[src/design/pwpf_pkg.sv]
// ----------------------------------------------------------------------------
// pwpf_pkg
// Shared types and constants of the plane-wave phase factor core.
// ----------------------------------------------------------------------------
package pwpf_pkg;

    // Default field widths
    localparam int INDEX_BITS_DEF = 8;
    localparam int FRAC_BITS_DEF  = 24;

    // Datapath widths
    localparam int TURN_W  = 32;  // turn word, one full turn = 2^32
    localparam int ANGLE_W = 30;  // angle within a quadrant
    localparam int X_W     = 31;  // angle in radians, Q1.30
    localparam int X2_W    = 32;  // angle squared, Q2.30
    localparam int T_W     = 31;  // Horner term, Q1.30, at most one
    localparam int MAG_W   = 17;  // rounded Q1.15 magnitude, may reach 32768
    localparam int OUT_W   = 16;

    localparam logic [X_W-1:0] HALF_PI_Q30 = 31'd1686629713;
    localparam logic [T_W-1:0] Q30_ONE     = 31'h4000_0000;

    // Horner series divisors
    localparam int SIN_TERMS = 6;
    localparam int COS_TERMS = 7;
    localparam int unsigned SIN_DIV [SIN_TERMS] = '{156, 110, 72, 42, 20, 6};
    localparam int unsigned COS_DIV [COS_TERMS] = '{182, 132, 90, 56, 30, 12, 2};

    // Cycles through one Horner step
    localparam int HORNER_LAT = 3;

    // Entries of the queue between front and back
    localparam int QUEUE_DEPTH = 4;

    typedef enum logic [1:0] {
        QUAD_0,
        QUAD_1,
        QUAD_2,
        QUAD_3
    } quad_t;

    typedef struct packed {
        quad_t                quad;
        logic [ANGLE_W-1:0]   angle;
    } turn_t;

endpackage

[src/design/pwpf_queue.sv]
// ----------------------------------------------------------------------------
// pwpf_queue
// Short queue of turn words between the front and the back.
// ----------------------------------------------------------------------------
module pwpf_queue (
    input  logic             clk,
    input  logic             rst_n,
    input  logic             in_valid,
    output logic             in_ready,
    input  pwpf_pkg::turn_t  in_item,
    output logic             out_valid,
    input  logic             out_ready,
    output pwpf_pkg::turn_t  out_item
);
    import pwpf_pkg::*;

    localparam int PTR_W = $clog2(QUEUE_DEPTH);
    localparam int CNT_W = $clog2(QUEUE_DEPTH + 1);
    localparam logic [PTR_W-1:0] LAST_PTR = PTR_W'(QUEUE_DEPTH - 1);
    localparam logic [CNT_W-1:0] FULL_CNT = CNT_W'(QUEUE_DEPTH);

    turn_t             mem_reg [QUEUE_DEPTH];
    logic [PTR_W-1:0]  wr_ptr_reg, wr_ptr_next;
    logic [PTR_W-1:0]  rd_ptr_reg, rd_ptr_next;
    logic [CNT_W-1:0]  count_reg, count_next;
    logic              push, pop;

    assign in_ready  = (count_reg != FULL_CNT);
    assign out_valid = (count_reg != '0);
    assign push      = in_valid && in_ready;
    assign pop       = out_valid && out_ready;
    assign out_item  = mem_reg[rd_ptr_reg];

    always_comb
    begin
        wr_ptr_next = wr_ptr_reg;
        rd_ptr_next = rd_ptr_reg;
        count_next  = count_reg;
        if (push)
            wr_ptr_next = (wr_ptr_reg == LAST_PTR) ? '0 : wr_ptr_reg + 1'b1;
        if (pop)
            rd_ptr_next = (rd_ptr_reg == LAST_PTR) ? '0 : rd_ptr_reg + 1'b1;
        if (push && !pop)
            count_next = count_reg + 1'b1;
        else if (pop && !push)
            count_next = count_reg - 1'b1;
    end

    always_ff @(posedge clk or negedge rst_n)
    begin
        if (!rst_n)
        begin
            wr_ptr_reg <= '0;
            rd_ptr_reg <= '0;
            count_reg  <= '0;
        end
        else
        begin
            wr_ptr_reg <= wr_ptr_next;
            rd_ptr_reg <= rd_ptr_next;
            count_reg  <= count_next;
        end
    end

    always_ff @(posedge clk)
    begin
        if (push)
            mem_reg[wr_ptr_reg] <= in_item;
    end

endmodule

[config.mk]
export PLATFORM = sky130hd
export DESIGN_NAME = pwpf_queue
export DESIGN_NICKNAME = d
export VERILOG_FILES = /design/src/design/pwpf_pkg.sv /design/src/design/pwpf_queue.sv
export SDC_FILE = /design/constraint.sdc
export NUM_CORES = 1
export LEC_CHECK = 0
export BUFFER_PORTS_ARGS = -buffer_cell sky130_fd_sc_hd__buf_2
export CAP_MARGIN = 20
export CORE_UTILIZATION = 40
export DETAILED_ROUTE_END_ITERATION = 16
export GPL_TIMING_DRIVEN = 0
export PLACE_DENSITY = 0.67
export SLEW_MARGIN = 20
export SYNTH_ARGS = -nofsm -noshare
export SYNTH_HDL_FRONTEND = slang
export SYNTH_SLANG_ARGS = --single-unit
[constraint.sdc]
create_clock -name clk -period 2.8 [get_ports clk]
set_clock_uncertainty 0.1 [all_clocks]
set_input_delay 0.42 -clock clk [delete_from_list [all_inputs] [get_ports clk]]
set_output_delay 0.42 -clock clk [all_outputs]
set_load 0.01 [all_outputs]
# == Word level (Yosys, flattened, before mapping) ==
# Memories as Yosys holds them, arrays and structs flattened.
# Index checks and enable logic that the tools add are counted.
# op_classes
addsub,4
eq_ne,3
n_mux,6
reduce_logical,8
# op_table
operator,n
$mux 3,2
$add 2x1->2 const B,2
$eq 2x2->1 const B,2
$logic_and 1x1->1,4
$mux 2,2
$add 3x1->3 const B,1
$ne 3x3->1 const B,1
$reduce_bool 3->1,1
$sub 3x1->3 const B,1
$logic_not 1->1,2
$mux 1,2
$reduce_bool 2->1,1
# totals
register_bits,7
ramBits,128
word_cells,25
memories,1
# memory_table
memory,depth,width,read_ports,rd_ports_with_merged_regs,write_ports,line,rtl
mem_reg,4,32,1,0,1,pwpf_queue.sv:22,turn_t mem_reg [QUEUE_DEPTH];

# == Longest topological paths before layout ==
# depth
depth_word,6
mapped_depth,8

# == Least setup slack after synthesis ==
# OpenSTA, ideal clock, no wires.
# synth_timing
kind,flip-flop to flip-flop
start,register count_reg[1]
end,register count_reg[2]
arrival_time_ps,2044
path_slack_ps,576
stages_incl_launch_ff,9
n_path_buf,0
cell_sequence,dfrtp_1 -> or3_2 -> nand2_1 -> ha_1 -> inv_1 -> fa_1 -> xor2_1 -> nor2_1 -> xor2_1
# synth_between
elab_chain_cells,5
word_cells_on_any_way,13
classes_between,add/sub: 2; eq/ne: 1; mux: 2; reduce/logical: 8
# synth_lines
item,line,rtl
from (decl),pwpf_queue.sv:25,"logic [CNT_W-1:0] count_reg, count_next;"
from (signal assigned),pwpf_queue.sv:61,count_reg <= count_next;
$reduce_bool 3->1 (*),pwpf_queue.sv:29,assign out_valid = (count_reg != '0);
via out_valid,pwpf_queue.sv:11,"output logic out_valid,"
$logic_and 1x1->1 (*),pwpf_queue.sv:31,assign pop = out_valid && out_ready;
$logic_not 1->1,pwpf_queue.sv:43,if (push && !pop)
$logic_and 1x1->1,pwpf_queue.sv:43,
$mux 3 / $reduce_bool 2->1 (equally long branches),-,
# Mark *: on every way through the listed nets, which the timed path passes. The rest lies on a longest branch. The select of a mux whose other input is x is not followed.
# A chain may end at the register's enable or synchronous reset.

==> results by group <==
Synth
  – Sequential share of the synthesized area: 0.795
  – Synthesized area: between 5000 and 6000 um2
  – Post-synthesis cell type count: 19
  – Largest area contributor in the netlist: edfxtp_1
  – Synthesized instance count: slightly above 200
  – Synth Register Bits: 135
  – Dominant cells by area after synthesis: edfxtp_1 (76%), mux4_2 (14%), dfrtp_1 (3.5%)
  – Yosys warnings: 0
  – Avg Inst Size Synth: ~25 um2
  – Syn_nets: about 250
  – Top-area cell type share of the netlist area: 0.761

Drt
  – Via count: around 2,300
  – Post-DRT Antenna Nets: 0
  – Wire length per cell: roughly 17 um
  – Remaining DRCs: 0
  – WL final: 8.28 mm
  – Initial drt markers: 69
  – Drt first pass iters: 4
  – DR vias/cell: just under 5

STA
  – Crit share post-route: 0.920
  – RSZ-0062 raised after global routing: false
  – Relative slew slack: 0.416
  – Setup TNS: 0 ns
  – Final setup viols: 0
  – Tmin final: 2.58 ns
  – Fmax: 0.388 GHz
  – Pins Over Slew Limit: 0
  – Hold Violations, Final: 0
  – Hold Slack: ~0.13 ns
  – Worst-margin pin slew: a little under 0.9 ns

Clock tree
  – Root Driver: clkbuf_16
  – CTS Sinks: between 100 and 150
  – Setup bufs post-CTS: 0
  – H-Tree Depth: 4
  – CTS tree: yes
  – Clock buffer depth: 2
  – Clock slew at reported path FFs: 0.06 ns
  – CTS Hold Buffers Added: 1
  – Clock buffer count from CTS: 17
  – Worst skew pair latency: about 0.41 ns
  – Post-CTS Resized: 0

Critical path
  – Startpoint Class: flip-flop
  – Reg2Reg Depth: 8
  – CP Capture Type: output port
  – Critical path arrival: 2.06 ns
  – Setup slack, reg-to-reg: between 0.4 and 0.5 ns
  – Crit path launch: rd_ptr_reg[1]
  – Critical path class: reg2out
  – Crit-path max FO: 10
  – R2R Path Start: count_reg[1]
  – Worst Path Required: about 2.3 ns
  – RR Endpoint: count_reg[2]

Placement
  – Hpwl dp: 4.90 mm
  – PortBufs: 69
  – Final Wtd Congestion: between 0.6 and 0.7

Floorplan
  – Cell row count: 40
  – Core area: 12,200 um2
  – Die ar.: ~13,000 um2
  – Initial core utilization: 0.416
  – Number of I/O pins: 70
  – Die Wd: 114 um
  – Height of the die: approximately 110 um

GRT
  – Met3 usage: 0.0545
  – Global-route wire length before repair: between 10 and 15 mm
  – Gr usage total: 0.142
  – Gr ovfl total: 0
  – Global routing usage on met1: 0.167
  – GR peak layer: met2
  – Largest net degree at the start of global routing: 33
  – Met2 usage: 0.231
  – Vias in the first global route: roughly 2,500
  – Initial antenna violation count: 0

Cells and area
  – Synth-to-Final Area Change: 22.3%
  – Commonest non-fill, non-tap cells in the layout: edfxtp_1 (128), buf_2 (72), mux4_2 (32), clkbuf_16 (17), dfrtp_1 (7)
  – Most common cell after layout, fill and taps aside: edfxtp_1
  – Final net count: between 300 and 400
  – Share of layout cells above drive strength 1: 0.487
  – Ant diodes: 0
  – Fill cell count: 995
  – Register area: about 4000 um2
  – Largest register FFs: 128
  – Multi-input gate area: ~980 um2
  – Layout Utilization: 0.508

Power and ir drop
  – Total power draw: between 6 and 7 mW
  – P_leak: around 2.2 nW
  – VDD IR max: between 0.0004 and 0.0005 V
  – Pwr dens: 1100 nW/um2

Hold path
  – Hold Crit Depth: 1
  – Hold wc startpoint: in_item[8]
  – Hold path endpoint: mem_reg[2][8]
  – Hold crit path type: in2reg

Outcome
  – Status: finished, final reports clean

Run
  – Max-cap viol count: 0
stage by stage:
step / instance area [um2] / setup WS, ns / cells
floorplan: 5050 / 0.576 / 204
global placement: 5610 / 0.497 / 441
detailed placement: 5610 / 0.436 / 441
CTS: 6180 / 0.159 / 474
global route: 6180 / 0.0874 / 474
finish: 6180 / 0.224 / 474
critical path: stages (launching register included):
cell      delay (ns)
dfrtp_1         0.34
buf_2           0.18
clkbuf_1        0.53
mux4_2          0.43
buf_2           0.16
worst max-delay path by stage:
stage	end	slack, ns	cells past startpoint
final	out_item[0]	0.22	4
after global routing	out_item[0]	0.09	4
after CTS	out_item[0]	0.16	4
after detailed placement	count_reg[2]	0.44	8
after global placement	count_reg[2]	0.50	8
after floorplan	count_reg[2]	0.58	8
kinds of logic after synthesis:
kind of cell               count (synthesis)  synth area share
adders and majority gates                  7            0.0188
xor gates and xnor gates                   3           0.00520
buffers and inverters                     11            0.0111
muxes                                     37             0.155
and+or+nand+nor                           11            0.0144
DFF                                      135             0.795
Yosys cell counts (all sizes together):
cell	instances
clkbuf	2
mux4	32
dfrtp	7
xor2	2
buf	6
nor2	3
xnor2	1
and3	4
or3b	1
and2	1
inv	3
nand2	1
ha	6
fa	1
edfxtp	128
mux2	5
or3	1
layout make-up:
| class | count | area share |
|---|---|---|
| well taps | 168 | 0.0340 |
| flip-flops and latches | 135 | 0.650 |
| plain buffers | 8 | 0.00729 |
| clock buffers | 17 | 0.0688 |
| clock inverters | 15 | 0.0221 |
| inverters | 3 | 0.00182 |
| multi-input cells | 58 | 0.158 |
| repair buffers | 70 | 0.0575 |
where the power goes:
part | leakage, nW | switching [mW] | internal, mW
Clock | 0.269 | 0.794 | 1.29
Combinational | 0.648 | 0.988 | 0.903
Sequential | 1.25 | 0.114 | 2.69
metal layers:
metal	vias up	wire length [um]
li1	1034	-
met1	1201	3580
met2	58	4210
met3	11	397
met4	0	90
met5	-	0
Power figures use the tool's default switching activity.
