==> config.mk <==
export PLATFORM = sky130hd
export DESIGN_NAME = pwpf_front
export DESIGN_NICKNAME = d
export VERILOG_FILES = /design/src/design/pwpf_pkg.sv /design/src/design/pwpf_front.sv
export SDC_FILE = /design/constraint.sdc
export NUM_CORES = 1
export LEC_CHECK = 0
export BUFFER_PORTS_ARGS = -buffer_cell sky130_fd_sc_hd__buf_2
export CORE_UTILIZATION = 30
export DETAILED_ROUTE_END_ITERATION = 6
export PLACE_DENSITY_LB_ADDON = 0.1
export SYNTH_ARGS = -nofsm -noshare
export SYNTH_HDL_FRONTEND = slang
export SYNTH_SLANG_ARGS = --single-unit
==> constraint.sdc <==
create_clock -name clk -period 4.2 [get_ports clk]
set_clock_uncertainty 0.2 [all_clocks]
set_input_delay 0.42 -clock clk [delete_from_list [all_inputs] [get_ports clk]]
set_output_delay 0.42 -clock clk [all_outputs]
set_load 0.05 [all_outputs]
==> src/design/pwpf_pkg.sv <==
// ----------------------------------------------------------------------------
// pwpf_pkg
// Shared types and constants of the plane-wave phase factor core.
// ----------------------------------------------------------------------------
package pwpf_pkg;

    // Default field widths
    localparam int INDEX_BITS_DEF = 8;
    localparam int FRAC_BITS_DEF  = 24;

    // Datapath widths
    localparam int TURN_W  = 32;  // turn word, one full turn = 2^32
    localparam int ANGLE_W = 30;  // angle within a quadrant
    localparam int X_W     = 31;  // angle in radians, Q1.30
    localparam int X2_W    = 32;  // angle squared, Q2.30
    localparam int T_W     = 31;  // Horner term, Q1.30, at most one
    localparam int MAG_W   = 17;  // rounded Q1.15 magnitude, may reach 32768
    localparam int OUT_W   = 16;

    localparam logic [X_W-1:0] HALF_PI_Q30 = 31'd1686629713;
    localparam logic [T_W-1:0] Q30_ONE     = 31'h4000_0000;

    // Horner series divisors
    localparam int SIN_TERMS = 6;
    localparam int COS_TERMS = 7;
    localparam int unsigned SIN_DIV [SIN_TERMS] = '{156, 110, 72, 42, 20, 6};
    localparam int unsigned COS_DIV [COS_TERMS] = '{182, 132, 90, 56, 30, 12, 2};

    // Cycles through one Horner step
    localparam int HORNER_LAT = 3;

    // Entries of the queue between front and back
    localparam int QUEUE_DEPTH = 4;

    typedef enum logic [1:0] {
        QUAD_0,
        QUAD_1,
        QUAD_2,
        QUAD_3
    } quad_t;

    typedef struct packed {
        quad_t                quad;
        logic [ANGLE_W-1:0]   angle;
    } turn_t;

endpackage

==> src/design/pwpf_front.sv <==
// ----------------------------------------------------------------------------
// pwpf_front
// Accepts items, forms the wrapped phase and splits it into quadrant and angle.
// ----------------------------------------------------------------------------
module pwpf_front #(
    parameter int INDEX_BITS = pwpf_pkg::INDEX_BITS_DEF,
    parameter int FRAC_BITS  = pwpf_pkg::FRAC_BITS_DEF
) (
    input  logic                          clk,
    input  logic                          rst_n,
    input  logic                          in_valid,
    output logic                          in_ready,
    input  logic        [FRAC_BITS-1:0]   frac_a,
    input  logic        [FRAC_BITS-1:0]   frac_b,
    input  logic        [FRAC_BITS-1:0]   frac_c,
    input  logic signed [INDEX_BITS-1:0]  miller_a,
    input  logic signed [INDEX_BITS-1:0]  miller_b,
    input  logic signed [INDEX_BITS-1:0]  miller_c,
    output logic                          out_valid,
    input  logic                          out_ready,
    output pwpf_pkg::turn_t               out_item
);
    import pwpf_pkg::*;

    logic                 en;
    logic [FRAC_BITS-1:0] ext_a, ext_b, ext_c;
    logic [FRAC_BITS-1:0] prod_a_next, prod_b_next, prod_c_next;
    logic [FRAC_BITS-1:0] prod_a_reg, prod_b_reg, prod_c_reg;
    logic [FRAC_BITS-1:0] phase;
    logic [TURN_W-1:0]    turn_word;
    turn_t                turn_next, turn_reg;
    logic                 f1_vld_reg, f1_vld_next;
    logic                 f2_vld_reg, f2_vld_next;

    // advance whenever the last stage is empty or being taken
    assign en       = !f2_vld_reg || out_ready;
    assign in_ready = en;

    // sign-extend indices; products only matter modulo one turn
    assign ext_a = FRAC_BITS'(miller_a);
    assign ext_b = FRAC_BITS'(miller_b);
    assign ext_c = FRAC_BITS'(miller_c);

    assign prod_a_next = ext_a * frac_a;
    assign prod_b_next = ext_b * frac_b;
    assign prod_c_next = ext_c * frac_c;

    assign phase     = prod_a_reg + prod_b_reg + prod_c_reg;
    assign turn_word = TURN_W'(phase) << (TURN_W - FRAC_BITS);

    always_comb
    begin
        turn_next.quad  = quad_t'(turn_word[TURN_W-1 -: 2]);
        turn_next.angle = turn_word[ANGLE_W-1:0];
    end

    assign f1_vld_next = en ? in_valid   : f1_vld_reg;
    assign f2_vld_next = en ? f1_vld_reg : f2_vld_reg;

    always_ff @(posedge clk or negedge rst_n)
    begin
        if (!rst_n)
        begin
            f1_vld_reg <= 1'b0;
            f2_vld_reg <= 1'b0;
        end
        else
        begin
            f1_vld_reg <= f1_vld_next;
            f2_vld_reg <= f2_vld_next;
        end
    end

    always_ff @(posedge clk)
    begin
        if (en)
        begin
            prod_a_reg <= prod_a_next;
            prod_b_reg <= prod_b_next;
            prod_c_reg <= prod_c_next;
            turn_reg   <= turn_next;
        end
    end

    assign out_valid = f2_vld_reg;
    assign out_item  = turn_reg;

endmodule

* Word-level counts from Yosys, hierarchy flattened
Cells that the tools add are included.
** Word-level totals
- Bits in registers :: 98
- Input bits :: 100
- Output and inout port bits :: 34
- Logic and storage cells :: 14
** Operators by class
- Add/subtract/negate cells :: 2
- Multiply operators :: 3
- Reduce and logical (&&, ||, !) cells :: 2
** Operator list (number)
- $mul 8x24->24 :: 3
- $add 24x24->24 :: 2
- $logic_not 1->1 :: 1
- $logic_or 1x1->1 :: 1

* Longest topological paths before layout
- Depth after elaboration :: 2
- Depth in mapped cells :: 21
- Depth with buffers taken out :: 19

* Least setup slack after synthesis
Ideal clock, no wire load.
- Kind :: input-to-reg
- From :: in miller_c[7]
- To :: reg prod_c_reg[23], data pin
- Library setup time :: 262 ps
- Data arrival time :: 4797 ps
- Required time :: 3738 ps
- Path slack :: -1059 ps
- Stages on the path :: 19
- Path buffers :: 1
- Cells stage by stage :: inv_1 buf_1 nor2_1 fa_1 fa_1 fa_1 inv_1 fa_1 inv_1 ha_1 a21oi_1 and3_1 a21oi_1 o31ai_1 a21oi_1 or4_1 a31oi_1 o31ai_1 xnor2_1
** On the way
- Cells in the longest elaborated chain, start to end :: 1
** Ends and longest elaborated chain
- start, declared :: line pwpf_front.sv:18 : input logic signed [INDEX_BITS-1:0] miller_c,
- $mul 8x24->24 :: line pwpf_front.sv:46 : assign prod_c_next = ext_c * frac_c;
- net prod_c_next[23] :: line pwpf_front.sv:27 : logic [FRAC_BITS-1:0] prod_a_next, prod_b_next, prod_c_next;
- end signal, assigned :: line pwpf_front.sv:80 : prod_c_reg <= prod_c_next;
- end, declared :: line pwpf_front.sv:28 : logic [FRAC_BITS-1:0] prod_a_reg, prod_b_reg, prod_c_reg;
The timed path passes the listed nets, and every way through them passes these cells.
A chain may end at the register's enable or synchronous reset.

* Final worst setup path
- From :: in miller_c[2]
- To :: reg prod_c_reg[22], data pin
Same word-level chain as after synthesis.

==> out/metrics.csv <==
stage,metric,value,unit
run_status,status,"complete, but fails checks",
run_status,violated checks,negative setup slack,
placement,gp weighted congestion,0.768,
sta,"Worst Setup Slack, final",-536,ps
floorplan,Core ar.,64600,sq um
floorplan,die area,66500,sq um
yosys,"FF+latch count, synth",98,
cells_and_area,Layout area overhead,31.7,%
detailed_routing,Routed Antenna Nets,0,
placement,HPWL after detailed placement,41100,microns
sta,Final Hold Fails,0,
global_routing,grt ovf,0,
worst_setup_path,reg2reg path depth,14,
detailed_routing,routed vias,14415,
cells_and_area,Finished Layout Cells,3344,
min_path,HP Class,input port to flop,
floorplan,die height,258,microns
floorplan,Initial Util,30.4,%
placement,Port-buffer cells,125,
worst_setup_path,CP Capture Type,flop,
clocking,Inserted Clock Buffers,9,
yosys,Synth cell types,56,
global_routing,vias in the first global route,15900,
cells_and_area,fraction of layout cells with a size suffix above 1,29.4,%
sta,RSZ-0062 raised after global routing,yes,
cells_and_area,Final nets,3106,
worst_setup_path,CP Class,input port to flop,
cells_and_area,Filler cells,6520,
clocking,later-pin clock latency in the skew report,350,ps
sta,f_max,211,MHz
clocking,clock buffer depth,2,
sta,Slew Limit Headroom,50.1,%
yosys,mapped cell area,19700,sq um
sta,worst-margin pin slew,749,ps
sta,min Tclk post-route,4740,ps
clocking,CTS HTree Levels,3,
detailed_routing,Via density,4.31,
worst_setup_path,critical path startpoint category,input port,
global_routing,global-route wire length before repair,80900,microns
worst_setup_path,reg2reg start,prod_c_reg[1]$_DFFE_PP_,
sta,# setup viols final,32,
yosys,"Async S/R FF share, synth",2.04,%
floorplan,Rows,93,
sta,Slew Limit Fails,0,
worst_setup_path,reg2reg setup slack,350,ps
detailed_routing,Avg WL per Cell,14.4,microns
yosys,Post-Synthesis Cells,2056,
min_path,Hold Path Origin,in_valid,
yosys,Synth warnings,0,
min_path,worst hold endpoint,f1_vld_reg$_DFFE_PN0P_,
yosys,post-synthesis sequential area ratio,14.9,%
detailed_routing,Pre-antenna DRT Iters,5,
placement,DP Cell Count,3275,
global_routing,largest net degree at the start of global routing,58,
clocking,Worst-path clk slew,70,ps
floorplan,Die Wd,258,microns
clocking,TritonCTS clock tree,done,
worst_setup_path,Crit Path Max Fanout,9,
clocking,TritonCTS Sinks,98,
detailed_routing,final WL,48200,microns
yosys,ys flop type,edfxtp_1,
yosys,Post-synth EDFFs,96,
run,max cap viols,0,
clocking,clk root buf,clkbuf_16,
pwr,Leak Pwr,12.3,nW
pwr,Peak supply drop,0.482,mV
worst_setup_path,Worst Path Arrival,4700,ps
yosys,Mapped Avg Cell Area,9.56,sq um
sta,hold slack final,110,ps
min_path,hold depth,2,
floorplan,I/O pin count,134,
pwr,Pwr Density,802,nW/um^2
sta,post-route clock period utilization,113,%
detailed_routing,DRC Markers,0,
worst_setup_path,RR Endpoint,out_item[31]$_DFFE_PP_,
worst_setup_path,worst path required time,4160,ps
global_routing,initial antenna violation count,1,
detailed_routing,starting DRC count in detailed routing,419,
global_routing,GRT Overall Usage,15.0,%
[layout make-up]
type                       count  area, sq um  share of cell area [%]
tap                          855         1070                    4.13
inverter                     474         1790                    6.92
timing repair inverter         1         7.51                  0.0290
sequential                    98         2930                    11.3
multi-input combinational   1443        16100                    62.1
clock buffer                   9          225                   0.870
antenna                        1         2.50                 0.00967
clock inverter                 7         51.3                   0.198
timing repair buffer         456         3720                    14.4
[worst max path at each step]
stage / depth (start not counted) / slack [ps] / from / to
global route: 20 / -710 / frac_c[4] / prod_c_reg[22]$_DFFE_PP_
detailed placement: 19 / -1110 / miller_c[7] / prod_c_reg[23]$_DFFE_PP_
finish: 20 / -540 / miller_c[2] / prod_c_reg[22]$_DFFE_PP_
CTS: 19 / -580 / miller_c[7] / prod_c_reg[22]$_DFFE_PP_
global placement: 19 / -1100 / miller_c[7] / prod_c_reg[23]$_DFFE_PP_
floorplan: 19 / -750 / miller_c[7] / prod_c_reg[23]$_DFFE_PP_
[critical path, cell delays in order]
cell,delay [ps]
buf_6,120
buf_4,150
and2_1,150
fa_1,510
fa_1,510
fa_1,500
inv_1,50
fa_1,480
inv_1,60
ha_4,230
nand2_1,100
buf_4,110
nand2b_1,50
a21oi_1,150
nor2_1,70
a41oi_2,210
a21oi_2,100
a41oi_2,170
or4b_1,460
o311ai_1,100
[kinds of logic (layout without fill, tap and decap cells)]
| group | count (synthesis) | after routing | share of synthesized area (%) |
|---|---|---|---|
| adders and majority gates | 523 | 523 | 46.7 |
| DFF | 98 | 98 | 14.9 |
| other | 1 | 9 | 0.0191 |
| buffers and inverters | 522 | 947 | 10.1 |
| xor gates and xnor gates | 108 | 108 | 4.81 |
| and+or+nand+nor | 649 | 649 | 18.2 |
| muxes | 1 | 1 | 0.0573 |
| AOI/OAI and AO/OA | 154 | 154 | 5.16 |
[stage by stage]
stage	power [mW]	setup TNS [ps]	instance area, sq um	worst slack (ps)	util [%]
final	20.8	-7140	25900	-536	40.1
after global routing	22.9	-12310	25900	-711	40.1
after CTS	20.2	-7420	25300	-579	39.1
after detailed placement	17.9	-27140	23800	-1110	36.8
after global placement	17.8	-26980	23800	-1100	36.8
after floorplan	12.6	-9200	20200	-748	-
[timing repair]
item                                    in CTS  in global routing
endpoints found under the hold margin        2                  0
gates cloned                                 2                  3
resized for setup                          240                118
pin swaps                                  126                110
buffers inserted                            43                 21
endpoints found under the setup margin      34                 41
hold buffers                                 1                  0
[layer usage]
metal	wire, microns	global-route usage, %
met3	843	1.28
met4	224	1.38
met5	0	0
met1	22600	20.4
met2	24600	26.8
[layout by cell type (no fill, tap or decap), drive strengths merged, types with 2 or more instances in the layout]
master and n:
nand2b 20, edfxtp 96, nand4 5, dfrtp 2
xor2 31, fa 351, clkinvlp 3, ha 172
o31a 2, and2 368, clkbuf 14, clkinv 3
a31oi 7, a2111oi 3, a21boi 2, o21a 12
a31o 2, a21o 21, a211oi 7, o21ai 27
a211o 2, conb 8, and3 7, buf 450
nor2b 11, nor2 88, or3 4, inv 476
nor3 15, o31ai 3, a21oi 51, nand2 104
a221oi 3, and3b 2, xnor2 77, a41oi 3
o21bai 5, a22oi 2, nand3 15, or2 5
[power breakdown]
part | internal [mW] | switching, mW | total, mW | leakage, nW
Combinational | 8.54 | 8.87 | 17.4 | 11.2
Clock | 0.408 | 0.370 | 0.778 | 0.140
Sequential | 2.30 | 0.280 | 2.58 | 0.990
Total | 11.2 | 9.52 | 20.8 | 12.3
[Yosys cell counts, drive strengths merged, types with 2 or more instances]
| library cell | count | area [sq um] |
|---|---|---|
| inv | 474 | 1780 |
| and2 | 368 | 2300 |
| fa | 351 | 7030 |
| ha | 172 | 2150 |
| nand2 | 104 | 390 |
| edfxtp | 96 | 2880 |
| nor2 | 88 | 330 |
| xnor2 | 77 | 674 |
| a21oi | 51 | 259 |
| clkbuf | 37 | 139 |
| xor2 | 31 | 272 |
| o21ai | 27 | 135 |
| a21o | 21 | 158 |
| nand2b | 20 | 125 |
| nand3 | 15 | 75.1 |
| nor3 | 15 | 86.3 |
| o21a | 12 | 90.1 |
| buf | 11 | 71.3 |
| nor2b | 11 | 76.3 |
| a211oi | 7 | 52.6 |
| a31oi | 7 | 43.8 |
| and3 | 7 | 43.8 |
| nand4 | 5 | 31.3 |
| o21bai | 5 | 37.5 |
| or2 | 5 | 31.3 |
| or3 | 4 | 25.0 |
| a2111oi | 3 | 27.5 |
| a221oi | 3 | 32.5 |
| a41oi | 3 | 41.3 |
| o31ai | 3 | 27.5 |
| a211o | 2 | 17.5 |
| a21boi | 2 | 15.0 |
| a22oi | 2 | 15.0 |
| a31o | 2 | 17.5 |
| and3b | 2 | 17.5 |
| dfrtp | 2 | 50.1 |
| o31a | 2 | 26.3 |
No activity file was read; power rests on OpenSTA's default activity.
